--- src/design/sbpwm_pkg.sv ---
`default_nettype none
package sbpwm_pkg;
    localparam int SERVO_COUNT_DEF = 8;
    localparam int RESULT_LIMIT = 8;

    typedef enum logic [2:0] {
        REQ_REGISTER = 3'd0, REQ_SET_POS = 3'd1, REQ_OPEN = 3'd2, REQ_CLOSE = 3'd3,
        REQ_SET_CLOSED = 3'd4, REQ_SET_OPENED = 3'd5, REQ_DISABLE = 3'd6, REQ_TICK = 3'd7
    } t_req;

    typedef enum logic [2:0] {
        ST_OK = 3'd0, ST_CH_HIGH = 3'd1, ST_NOT_REG = 3'd2, ST_LIMITS = 3'd3,
        ST_RANGE = 3'd4
    } t_status;

    localparam logic [2:0] CFG_MIN = 3'd0;
    localparam logic [2:0] CFG_MAX = 3'd1;
    localparam logic [2:0] CFG_FREQ = 3'd2;
    localparam logic [2:0] CFG_RANGE = 3'd3;
    localparam logic [2:0] CFG_TIMEOUT = 3'd4;

    typedef struct packed {
        logic [2:0]  req_type;
        logic [7:0]  channel;
        logic [15:0] position;
    } t_in;

    typedef struct packed {
        logic [2:0]  status;
        logic [7:0]  result_channel;
        logic        compare_written;
        logic [15:0] compare_value;
        logic [15:0] current_position;
        logic        last;
    } t_out;

    typedef struct packed {
        logic [15:0] min_pulse_us;
        logic [15:0] max_pulse_us;
        logic [9:0]  pwm_frequency_hz;
        logic [15:0] position_range;
        logic [15:0] timeout_ticks;
    } t_cfg;

    // classified request handed from front to back
    typedef struct packed {
        logic [2:0]  req_type;
        logic        ch_high;
        logic [7:0]  channel;
        logic [15:0] position;
    } t_cmd;
endpackage
`default_nettype wire

--- src/design/sbpwm_front.sv ---
`default_nettype none
module sbpwm_front #(
    parameter int SERVO_COUNT = 8,
    parameter int DEPTH = 2
) (
    input  wire                 i_clk,
    input  wire                 i_rst_n,
    input  wire                 i_valid,
    output logic                o_ready,
    input  wire sbpwm_pkg::t_in i_data,
    output logic                o_valid,
    input  wire                 i_ready,
    output sbpwm_pkg::t_cmd     o_cmd
);
    import sbpwm_pkg::*;
    localparam int AW = (DEPTH > 1) ? $clog2(DEPTH) : 1;

    t_cmd           r_q [DEPTH];
    logic [AW-1:0]  r_wp, r_rp;
    logic [AW:0]    r_cnt;
    t_cmd           w_cmd;
    logic           w_push, w_pop;

    // classify request: flag channels outside the bank
    always_comb begin
        w_cmd.req_type = i_data.req_type;
        w_cmd.channel  = i_data.channel;
        w_cmd.position = i_data.position;
        w_cmd.ch_high  = ({1'b0, i_data.channel} >= 9'(SERVO_COUNT)) &&
                         (i_data.req_type != REQ_TICK);
    end

    assign o_ready = (r_cnt != (AW+1)'(DEPTH));
    assign o_valid = (r_cnt != '0);
    assign w_push  = i_valid && o_ready;
    assign w_pop   = o_valid && i_ready;
    assign o_cmd   = r_q[r_rp];

    always_ff @(posedge i_clk) begin
        if (w_push) r_q[r_wp] <= w_cmd;
    end

    // advance queue pointers
    always_ff @(posedge i_clk) begin
        if (!i_rst_n) begin
            r_wp <= '0; r_rp <= '0; r_cnt <= '0;
        end else begin
            if (w_push) r_wp <= (r_wp == AW'(DEPTH-1)) ? '0 : r_wp + 1'b1;
            if (w_pop)  r_rp <= (r_rp == AW'(DEPTH-1)) ? '0 : r_rp + 1'b1;
            r_cnt <= r_cnt + (AW+1)'(w_push) - (AW+1)'(w_pop);
        end
    end
endmodule
`default_nettype wire

--- src/design/sbpwm_back.sv ---
`default_nettype none
module sbpwm_back #(
    parameter int SERVO_COUNT = 8
) (
    input  wire                 i_clk,
    input  wire                 i_rst_n,
    input  wire sbpwm_pkg::t_cfg i_cfg,
    input  wire                 i_valid,
    output logic                o_ready,
    input  wire sbpwm_pkg::t_cmd i_cmd,
    output logic                o_valid,
    input  wire                 i_ready,
    output sbpwm_pkg::t_out     o_data,
    output logic                o_busy
);
    import sbpwm_pkg::*;
    localparam int CW = (SERVO_COUNT > 1) ? $clog2(SERVO_COUNT) : 1;

    typedef enum logic [9:0] {
        S_IDLE  = 10'b00_0000_0001, S_DECODE = 10'b00_0000_0010,
        S_MUL   = 10'b00_0000_0100, S_DIV    = 10'b00_0000_1000,
        S_CMP   = 10'b00_0001_0000, S_CMP2   = 10'b00_0010_0000,
        S_SCALE = 10'b00_0100_0000, S_RECIP  = 10'b00_1000_0000,
        S_TICK  = 10'b01_0000_0000, S_OUT    = 10'b10_0000_0000
    } t_state;

    t_state r_state;
    t_cmd   r_cmd;
    logic [SERVO_COUNT-1:0] r_reg;
    logic [15:0] r_open [SERVO_COUNT];
    logic [15:0] r_close[SERVO_COUNT];
    logic [15:0] r_pos  [SERVO_COUNT];
    logic [15:0] r_tmo  [SERVO_COUNT];
    logic [15:0] r_cmp  [SERVO_COUNT];

    logic [CW-1:0] r_ch;
    logic [CW:0]   r_idx;
    logic [3:0]    r_nres;
    logic [15:0]   r_tpos;
    logic          r_neg;
    logic [32:0]   r_num;     // |pos*diff|, then quotient
    logic [16:0]   r_rem;
    logic [5:0]    r_bit;
    logic [15:0]   r_width;
    logic [25:0]   r_prod;
    logic [31:0]   r_scaled;
    t_out          r_out;
    t_out          r_hold;
    logic          r_have;
    logic          r_ovalid;

    logic [CW-1:0] w_ch;
    logic [15:0]   w_lo, w_hi, w_tgt;
    logic [16:0]   w_diff;
    logic [16:0]   w_adiff;
    logic [17:0]   w_trial;
    logic [63:0]   w_recip;
    logic [15:0]   w_cmpv;
    logic [CW-1:0] w_tch;
    logic          w_tend, w_hit, w_rep, w_tsend, w_tstall, w_emit;
    t_out          w_fin;

    assign w_ch   = r_cmd.channel[CW-1:0];
    assign o_valid = r_ovalid;
    assign o_data  = r_out;
    assign o_ready = (r_state == S_IDLE) && !r_ovalid;
    assign o_busy  = (r_state != S_IDLE) || r_ovalid;

    always_comb begin
        w_lo  = (r_close[w_ch] < r_open[w_ch]) ? r_close[w_ch] : r_open[w_ch];
        w_hi  = (r_close[w_ch] > r_open[w_ch]) ? r_close[w_ch] : r_open[w_ch];
        w_diff = {1'b0, i_cfg.max_pulse_us} - {1'b0, i_cfg.min_pulse_us};
        w_adiff = w_diff[16] ? (~w_diff + 17'd1) : w_diff;
        w_trial = {r_rem, r_num[32]} - {2'b0, i_cfg.position_range};
        unique case (r_cmd.req_type)
            REQ_OPEN:  w_tgt = r_open[w_ch];
            REQ_CLOSE: w_tgt = r_close[w_ch];
            default:   w_tgt = r_cmd.position;
        endcase
    end

    // divide by 1000000 through a reciprocal multiply, exact for 32-bit dividends
    assign w_recip = {32'b0, r_scaled} * 64'd1125899907;
    assign w_cmpv  = {2'b0, w_recip[63:50]};

    // tick walk: a result goes out when the next one is known or the walk ends
    assign w_tch    = r_idx[CW-1:0];
    assign w_tend   = (r_idx == (CW+1)'(SERVO_COUNT));
    assign w_hit    = !w_tend && r_reg[w_tch] && (r_tmo[w_tch] == 16'd1);
    assign w_rep    = w_hit && (r_nres != 4'(RESULT_LIMIT));
    assign w_tsend  = (r_state == S_TICK) && r_have && (w_tend || w_rep);
    assign w_tstall = w_tsend && r_ovalid && !i_ready;
    assign w_emit   = (r_state == S_OUT) || (w_tsend && !w_tstall);

    always_comb begin
        w_fin = r_hold;
        w_fin.last = 1'b1;
    end

    // hold the result until it is taken
    always_ff @(posedge i_clk) begin
        if (!i_rst_n) r_ovalid <= 1'b0;
        else if (w_emit) r_ovalid <= 1'b1;
        else if (i_ready) r_ovalid <= 1'b0;
    end

    always_ff @(posedge i_clk) begin
        if (!i_rst_n) begin
            r_state  <= S_IDLE;
            r_have   <= 1'b0;
            r_reg    <= '0;
            for (int i = 0; i < SERVO_COUNT; i++) begin
                r_open[i] <= '0; r_close[i] <= '0; r_pos[i] <= '0;
                r_tmo[i] <= '0; r_cmp[i] <= '0;
            end
        end else begin
            case (r_state)
                S_IDLE: begin
                    if (i_valid && !r_ovalid) begin
                        r_cmd   <= i_cmd;
                        r_idx   <= '0;
                        r_nres  <= '0;
                        r_have  <= 1'b0;
                        r_state <= (i_cmd.req_type == REQ_TICK) ? S_TICK : S_DECODE;
                    end
                end
                S_DECODE: begin
                    r_ch <= w_ch;
                    r_out.result_channel  <= r_cmd.channel;
                    r_out.last            <= 1'b1;
                    r_out.compare_written <= 1'b0;
                    r_state <= S_OUT;
                    if (r_cmd.ch_high) begin
                        r_out.status <= ST_CH_HIGH;
                        r_out.compare_value <= '0;
                        r_out.current_position <= '0;
                    end else begin
                        r_out.status <= ST_OK;
                        r_out.compare_value <= r_cmp[w_ch];
                        r_out.current_position <= r_pos[w_ch];
                        if (r_cmd.req_type == REQ_REGISTER) begin
                            r_reg[w_ch]   <= 1'b1;
                            r_close[w_ch] <= '0;
                            r_open[w_ch]  <= i_cfg.position_range;
                            r_tpos  <= '0;
                            r_state <= S_MUL;
                        end else if (!r_reg[w_ch]) begin
                            r_out.status <= ST_NOT_REG;
                        end else begin
                            case (r_cmd.req_type)
                                REQ_SET_POS, REQ_OPEN, REQ_CLOSE: begin
                                    if (w_tgt > w_hi || w_tgt < w_lo)
                                        r_out.status <= ST_LIMITS;
                                    else begin
                                        r_tpos  <= w_tgt;
                                        r_state <= S_MUL;
                                    end
                                end
                                REQ_SET_CLOSED, REQ_SET_OPENED: begin
                                    if (r_cmd.position > i_cfg.position_range)
                                        r_out.status <= ST_RANGE;
                                    else if (r_cmd.req_type == REQ_SET_CLOSED)
                                        r_close[w_ch] <= r_cmd.position;
                                    else
                                        r_open[w_ch] <= r_cmd.position;
                                end
                                default: begin
                                    r_cmp[w_ch] <= '0;
                                    r_out.compare_value <= '0;
                                    r_out.compare_written <= 1'b1;
                                end
                            endcase
                        end
                    end
                end
                // magnitude of pos*diff, one 16x17 multiply
                S_MUL: begin
                    r_num   <= (i_cfg.position_range == '0) ? '0 :
                               {16'b0, r_tpos} * {16'b0, w_adiff};
                    r_neg   <= w_diff[16];
                    r_rem   <= '0;
                    r_bit   <= 6'd33;
                    r_state <= (i_cfg.position_range == '0) ? S_CMP : S_DIV;
                end
                // restoring divide, one quotient bit per cycle
                S_DIV: begin
                    if (!w_trial[17]) begin
                        r_rem <= w_trial[16:0];
                        r_num <= {r_num[31:0], 1'b1};
                    end else begin
                        r_rem <= {r_rem[15:0], r_num[32]};
                        r_num <= {r_num[31:0], 1'b0};
                    end
                    r_bit <= r_bit - 6'd1;
                    if (r_bit == 6'd1) r_state <= S_CMP;
                end
                S_CMP: begin
                    r_width <= i_cfg.min_pulse_us +
                               (r_neg ? (~r_num[15:0] + 16'd1) : r_num[15:0]);
                    r_state <= S_CMP2;
                end
                // width*freq fits 26 bits
                S_CMP2: begin
                    r_prod  <= {10'b0, r_width} * {16'b0, i_cfg.pwm_frequency_hz};
                    r_state <= S_SCALE;
                end
                // scale by 1000, keeping the low 32 bits
                S_SCALE: begin
                    r_scaled <= 32'({10'b0, r_prod} * 36'd1000);
                    r_state  <= S_RECIP;
                end
                S_RECIP: begin
                    r_cmp[r_ch]  <= w_cmpv;
                    r_pos[r_ch]  <= r_tpos;
                    r_tmo[r_ch]  <= i_cfg.timeout_ticks;
                    r_out.compare_value <= w_cmpv;
                    r_out.current_position <= r_tpos;
                    r_out.compare_written <= 1'b1;
                    r_state <= S_OUT;
                end
                // walk channels one per cycle while the output is not stalled
                S_TICK: begin
                    if (w_tend) begin
                        if (!w_tstall) begin
                            if (r_have) r_out <= w_fin;
                            r_have  <= 1'b0;
                            r_state <= S_IDLE;
                        end
                    end else if (!w_tstall) begin
                        if (r_reg[w_tch]) begin
                            if (w_hit) begin
                                r_cmp[w_tch] <= '0;
                                if (w_rep) begin
                                    // release the held result, hold this one
                                    if (r_have) r_out <= r_hold;
                                    r_hold <= '{ST_OK, 8'(r_idx), 1'b1, 16'd0,
                                                r_pos[w_tch], 1'b0};
                                    r_have <= 1'b1;
                                    r_nres <= r_nres + 4'd1;
                                end
                            end
                            if (r_tmo[w_tch] != '0)
                                r_tmo[w_tch] <= r_tmo[w_tch] - 16'd1;
                        end
                        r_idx <= r_idx + 1'b1;
                    end
                end
                S_OUT: begin
                    r_state <= S_IDLE;
                end
                default: r_state <= S_IDLE;
            endcase
        end
    end
endmodule
`default_nettype wire

--- src/design/servo_bank_pwm_controller.sv ---
// Servo bank PWM controller. Requests enter a two-entry queue and are carried
// out one at a time by a back end, which takes a new request only once its
// previous result has been accepted. A move runs the 33-step shift-subtract
// divider for pos*(max-min)/range, followed by a multiply, a scale and a
// reciprocal divide for the compare value; with a zero range the divider is
// skipped. A tick walks one channel per cycle, pausing while a result waits
// on the receiver. Configuration writes are taken any time and apply to every
// request the back end works on afterward, so write them only while no
// request is in flight.
`default_nettype none
module servo_bank_pwm_controller #(
    parameter int SERVO_COUNT = sbpwm_pkg::SERVO_COUNT_DEF
) (
    input  wire                 i_clk,
    input  wire                 i_rst_n,
    input  wire                 i_valid,
    output logic                o_ready,
    input  wire sbpwm_pkg::t_in i_data,
    output logic                o_valid,
    input  wire                 i_ready,
    output sbpwm_pkg::t_out     o_data,
    input  wire                 i_cfg_valid,
    output logic                o_cfg_ready,
    input  wire [2:0]           i_cfg_index,
    input  wire [15:0]          i_cfg_data
);
    import sbpwm_pkg::*;

    t_cfg r_cfg;
    t_cmd w_cmd;
    logic w_qv, w_qr, w_busy;

    assign o_cfg_ready = 1'b1;

    // hold configuration registers
    always_ff @(posedge i_clk) begin
        if (!i_rst_n) begin
            r_cfg.min_pulse_us <= 16'd1000;
            r_cfg.max_pulse_us <= 16'd2000;
            r_cfg.pwm_frequency_hz <= 10'd300;
            r_cfg.position_range <= 16'd1000;
            r_cfg.timeout_ticks <= 16'd1000;
        end else if (i_cfg_valid) begin
            case (i_cfg_index)
                CFG_MIN:     r_cfg.min_pulse_us <= i_cfg_data;
                CFG_MAX:     r_cfg.max_pulse_us <= i_cfg_data;
                CFG_FREQ:    r_cfg.pwm_frequency_hz <= i_cfg_data[9:0];
                CFG_RANGE:   r_cfg.position_range <= i_cfg_data;
                CFG_TIMEOUT: r_cfg.timeout_ticks <= i_cfg_data;
                default: ;
            endcase
        end
    end

    sbpwm_front #(.SERVO_COUNT(SERVO_COUNT), .DEPTH(2)) u_front (
        .i_clk, .i_rst_n, .i_valid, .o_ready, .i_data,
        .o_valid(w_qv), .i_ready(w_qr), .o_cmd(w_cmd)
    );

    sbpwm_back #(.SERVO_COUNT(SERVO_COUNT)) u_back (
        .i_clk, .i_rst_n, .i_cfg(r_cfg), .i_valid(w_qv), .o_ready(w_qr),
        .i_cmd(w_cmd), .o_valid, .i_ready, .o_data, .o_busy(w_busy)
    );

    a_last_out: assert property (@(posedge i_clk) disable iff (!i_rst_n)
        o_valid && o_data.status != ST_OK |-> o_data.last)
        else $error("error result not last");
    a_idle_quiet: assert property (@(posedge i_clk) disable iff (!i_rst_n)
        !w_busy |-> !o_valid)
        else $error("result while idle");
endmodule
`default_nettype wire
--- config.mk ---
export PLATFORM = sky130hd
export DESIGN_NAME = servo_bank_pwm_controller
export DESIGN_NICKNAME = d
export VERILOG_FILES = /design/src/design/sbpwm_pkg.sv /design/src/design/sbpwm_front.sv /design/src/design/sbpwm_back.sv /design/src/design/servo_bank_pwm_controller.sv
export SDC_FILE = /design/constraint.sdc
export NUM_CORES = 2
export LEC_CHECK = 0
export ABC_CLOCK_PERIOD_IN_PS = 10100
export BUFFER_PORTS_ARGS = -buffer_cell sky130_fd_sc_hd__buf_2
export CAP_MARGIN = 10
export CORE_ASPECT_RATIO = 1.75
export CORE_MARGIN = 4
export CORE_UTILIZATION = 44
export CTS_BUF_LIST = sky130_fd_sc_hd__clkbuf_8 sky130_fd_sc_hd__clkbuf_16
export CTS_CLUSTER_SIZE = 10
export DETAILED_ROUTE_END_ITERATION = 7
export MAX_ROUTING_LAYER = met4
export PLACE_DENSITY_LB_ADDON = 0.25
export RECOVER_POWER = 25
export SETUP_SLACK_MARGIN = 0.05
export SYNTH_ARGS = -nofsm -noshare
export SYNTH_HDL_FRONTEND = slang
export SYNTH_SLANG_ARGS = --single-unit
--- constraint.sdc ---
create_clock -name i_clk -period 10.1 [get_ports i_clk]
set_clock_uncertainty 0.1 [all_clocks]
set_input_delay 2.02 -clock i_clk [delete_from_list [all_inputs] [get_ports i_clk]]
set_output_delay 2.02 -clock i_clk [all_outputs]
set_load 0.005 [all_outputs]
==> impl_results.md <==
* Outcome: complete, but fails checks
* Failing checks: max-capacitance violations, max-slew violations
* Setup WS post-layout at 403 ps
* Filler Cell Count at 16300
* Total number of yosys warnings at 0
* Reg2reg path depth at 33
* Global route overflow at 0
* Drt first-iter violations at 3800
* Hold path startpoint: r_cfg[47]$_SDFFE_PN0P_
* Final HPWL DP at 173000 um
* TritonCTS Sinks at 1022
* Kind of critical path: in -> reg
* CTS tree: built
* # Post-CTS Setup Buffers at 0
* Period utilization at 96.0%
* Clk slew on worst S/H paths at 60 ps
* Post-Syn Instances at 7072
* Die width at 329 um
* RSZ-0062 raised after global routing: false
* Hold path depth at 2
* Simple-Gate Fraction of Synth Area at 12.1%
* Routed WL per cell at 23.9 um
* Crit path capture type: register
* Layout cells sized above 1 at 8.39%
* FFs w/ async S/R, synth at 0%
* Area occupied by multi-input gates at 44700 um^2
* Area Overhead vs Synth at 8.41%
* Vias in the first global route at 57300
* Pre-antenna DRT Iters at 5
* Die Area at 187000 um^2
* Starting density of the core at 44.3%
* R2R Setup Slk at 710 ps
* Worst r2r src: r_cfg[42]$_SDFFE_PN0P_
* Max-Cap Viols at 8
* Max-slew violations at 313
* Top FF cell, synth: edfxtp_1
* Root Driver: clkbuf_16
* Overall Global Routing Usage at 25.4%
* Max VDD drop at 0.000930 V
* Power Density at 269 nW/um^2
* Hold_buf cts at 0
* GPL Wtd Cong at 0.963
* Core area at 179000 um^2
* Worst-path fanout max at 57
* Worst-Skew Late Latency at 760 ps
* Startpoint types: input pin
* XOR/XNOR share of the synthesized area at 2.00%
* Adder-Cell Fraction of Synth Area at 28.6%
* Max transition margin at -118%
* Post_cts resized at 0
* Slew @ Worst Pin at 3280 ps
* Register bit total from synthesis at 1022
* Antenna violations before repair at 16
* CTS HTree Levels at 3
* Fin. Hold Viols at 0
* Largest family of logic cells by synthesized area: adder cells
* Num rows at 205
* Largest net degree at the start of global routing at 58
* Most frequent cells in the layout: 1086 x inv_1, 917 x edfxtp_1, 710 x fa_1
* Top Ports at 99
* Via density at 5.60
* Fmax at 103 MHz
* Pre-CTS setup slack at 493 ps
* Commonest non-fill, non-tap cell in the layout: inv_1
* Nets at 8557
* First-pass GRT wire length at 347000 um
* Arrival time worst endpoint at 9950 ps
* Flip-flop and latch area at 29700 um^2
* Worst EP required at 10350 ps
* Multiplexer area fraction after synthesis at 7.34%
* FF-to-FF End: u_back.r_num[32]$_DFFE_PP_
* Overall via count from detail_route at 53800
* Leakage power at 36.9 nW
* Post-layout min period at 9700 ps
* Total CTS buffers at 114
* Final core occ at 48.1%
* Setup Total Neg Slack at 0 ps
* Hold Crit Class: reg -> reg
* Die Span Y at 569 um
* Cell variety after synth at 92
* Hold Path End: r_cfg[47]$_SDFFE_PN0P_
* Routed WL at 230000 um
* Clock buffer depth at 3
* Syn avg cell area at 11.2 um^2
* Remaining DRCs at 0
* Post-Synthesis Cell Area at 79200 um^2
* I/O Buffers at 94
* EDFF count, synth at 917
* Compound-Gate Fraction of Synth Area at 6.30%
* Register area share after synthesis at 37.4%
* Final setup viols at 0
* Post-route ant nets at 0
-- cell families (layout without fill, tap and decap cells) --
kind of cell / Yosys count / in the layout
compound gates: 764 / 764
buf+inv: 1283 / 1436
fa+ha+maj: 1381 / 1381
xor+xnor: 181 / 181
other cells: 2 / 17
mux: 349 / 349
flops: 1022 / 1022
simple gates: 2090 / 2090
-- critical path: stages --
cell and delay, ps:
clkbuf_1 1410, clkbuf_1 2400, nand3_1 1340, nor4_2 430, clkbuf_1 950, a31oi_4 350
nand2_1 940
-- per-stage QoR --
step | instances | hold slack [ps] | total power, mW | cell area (um^2)
3_5_place_dp | 9389 | 357 | 19.4 | 82500
6_report | 9620 | 364 | 23.1 | 85800
2_1_floorplan | 7074 | 321 | 15.9 | 79200
3_3_place_gp | 9389 | 343 | 19.3 | 82500
5_1_grt | 9614 | 388 | 25.2 | 85800
4_1_cts | 9607 | 365 | 23.3 | 85900
-- routing by layer --
layer / track usage [%] / part of all wire (%) / wire length (um)
met4: 13.8 / 6.9 / 15900
met5: - / 0 / 0
met1: 27.0 / 35 / 80400
met3: 2.98 / 5.2 / 11900
met2: 45.9 / 53 / 122000
-- Yosys cell counts (33+ instances only) --
cell type / number / area share [%]
mux2_2: 73 / 1.0
inv_1: 996 / 4.7
dfxtp_1: 105 / 2.7
nand3_1: 86 / 0.54
a21o_1: 78 / 0.74
mux2i_1: 97 / 1.2
nand4_1: 37 / 0.29
mux4_2: 178 / 5.1
nand2b_1: 35 / 0.28
o21ai_0: 185 / 1.2
nor2_1: 694 / 3.3
buf_1: 33 / 0.16
and2_1: 333 / 2.6
o21a_1: 38 / 0.36
fa_1: 710 / 18
nand2_1: 680 / 3.2
nor2b_1: 48 / 0.38
xor2_1: 55 / 0.61
xnor2_1: 126 / 1.4
nor3_1: 53 / 0.34
ha_1: 671 / 11
clkbuf_1: 225 / 1.1
a21oi_1: 207 / 1.3
edfxtp_1: 917 / 35
-- area by class of cell --
| type | instances | area share (%) |
|---|---|---|
| Multi-Input combinational cell | 4769 | 52.1 |
| Clock inverter | 102 | 0.630 |
| Inverter | 998 | 4.37 |
| Tap cell | 2380 | 3.47 |
| Antenna cell | 13 | 0.0379 |
| Timing Repair Buffer | 220 | 1.49 |
| Clock buffer | 116 | 3.36 |
| Sequential cell | 1022 | 34.6 |
-- where the power goes --
part	internal (mW)	switching, mW
combinational	5.90	7.70
clock	2.06	1.77
sequential	5.39	0.243
total	13.3	9.71
-- worst max path at each step --
stage / startpoint / end / slack (ps) / depth (start not counted)
floorplan: r_cfg[59]$_SDFFE_PN0P_ / u_back.r_num[32]$_DFFE_PP_ / 1060 / 33
global placement: r_cfg[59]$_SDFFE_PN0P_ / u_back.r_num[31]$_DFFE_PP_ / 570 / 33
detailed placement: r_cfg[59]$_SDFFE_PN0P_ / u_back.r_num[32]$_DFFE_PP_ / 490 / 33
CTS: r_cfg[59]$_SDFFE_PN0P_ / u_back.r_num[31]$_DFFE_PP_ / 450 / 32
global route: r_cfg[42]$_SDFFE_PN0P_ / u_back.r_num[32]$_DFFE_PP_ / 110 / 34
finish: i_rst_n / u_back.r_tmo[0][4]$_SDFFCE_PN0P_ / 400 / 7
Power figures use the tool's default switching activity.
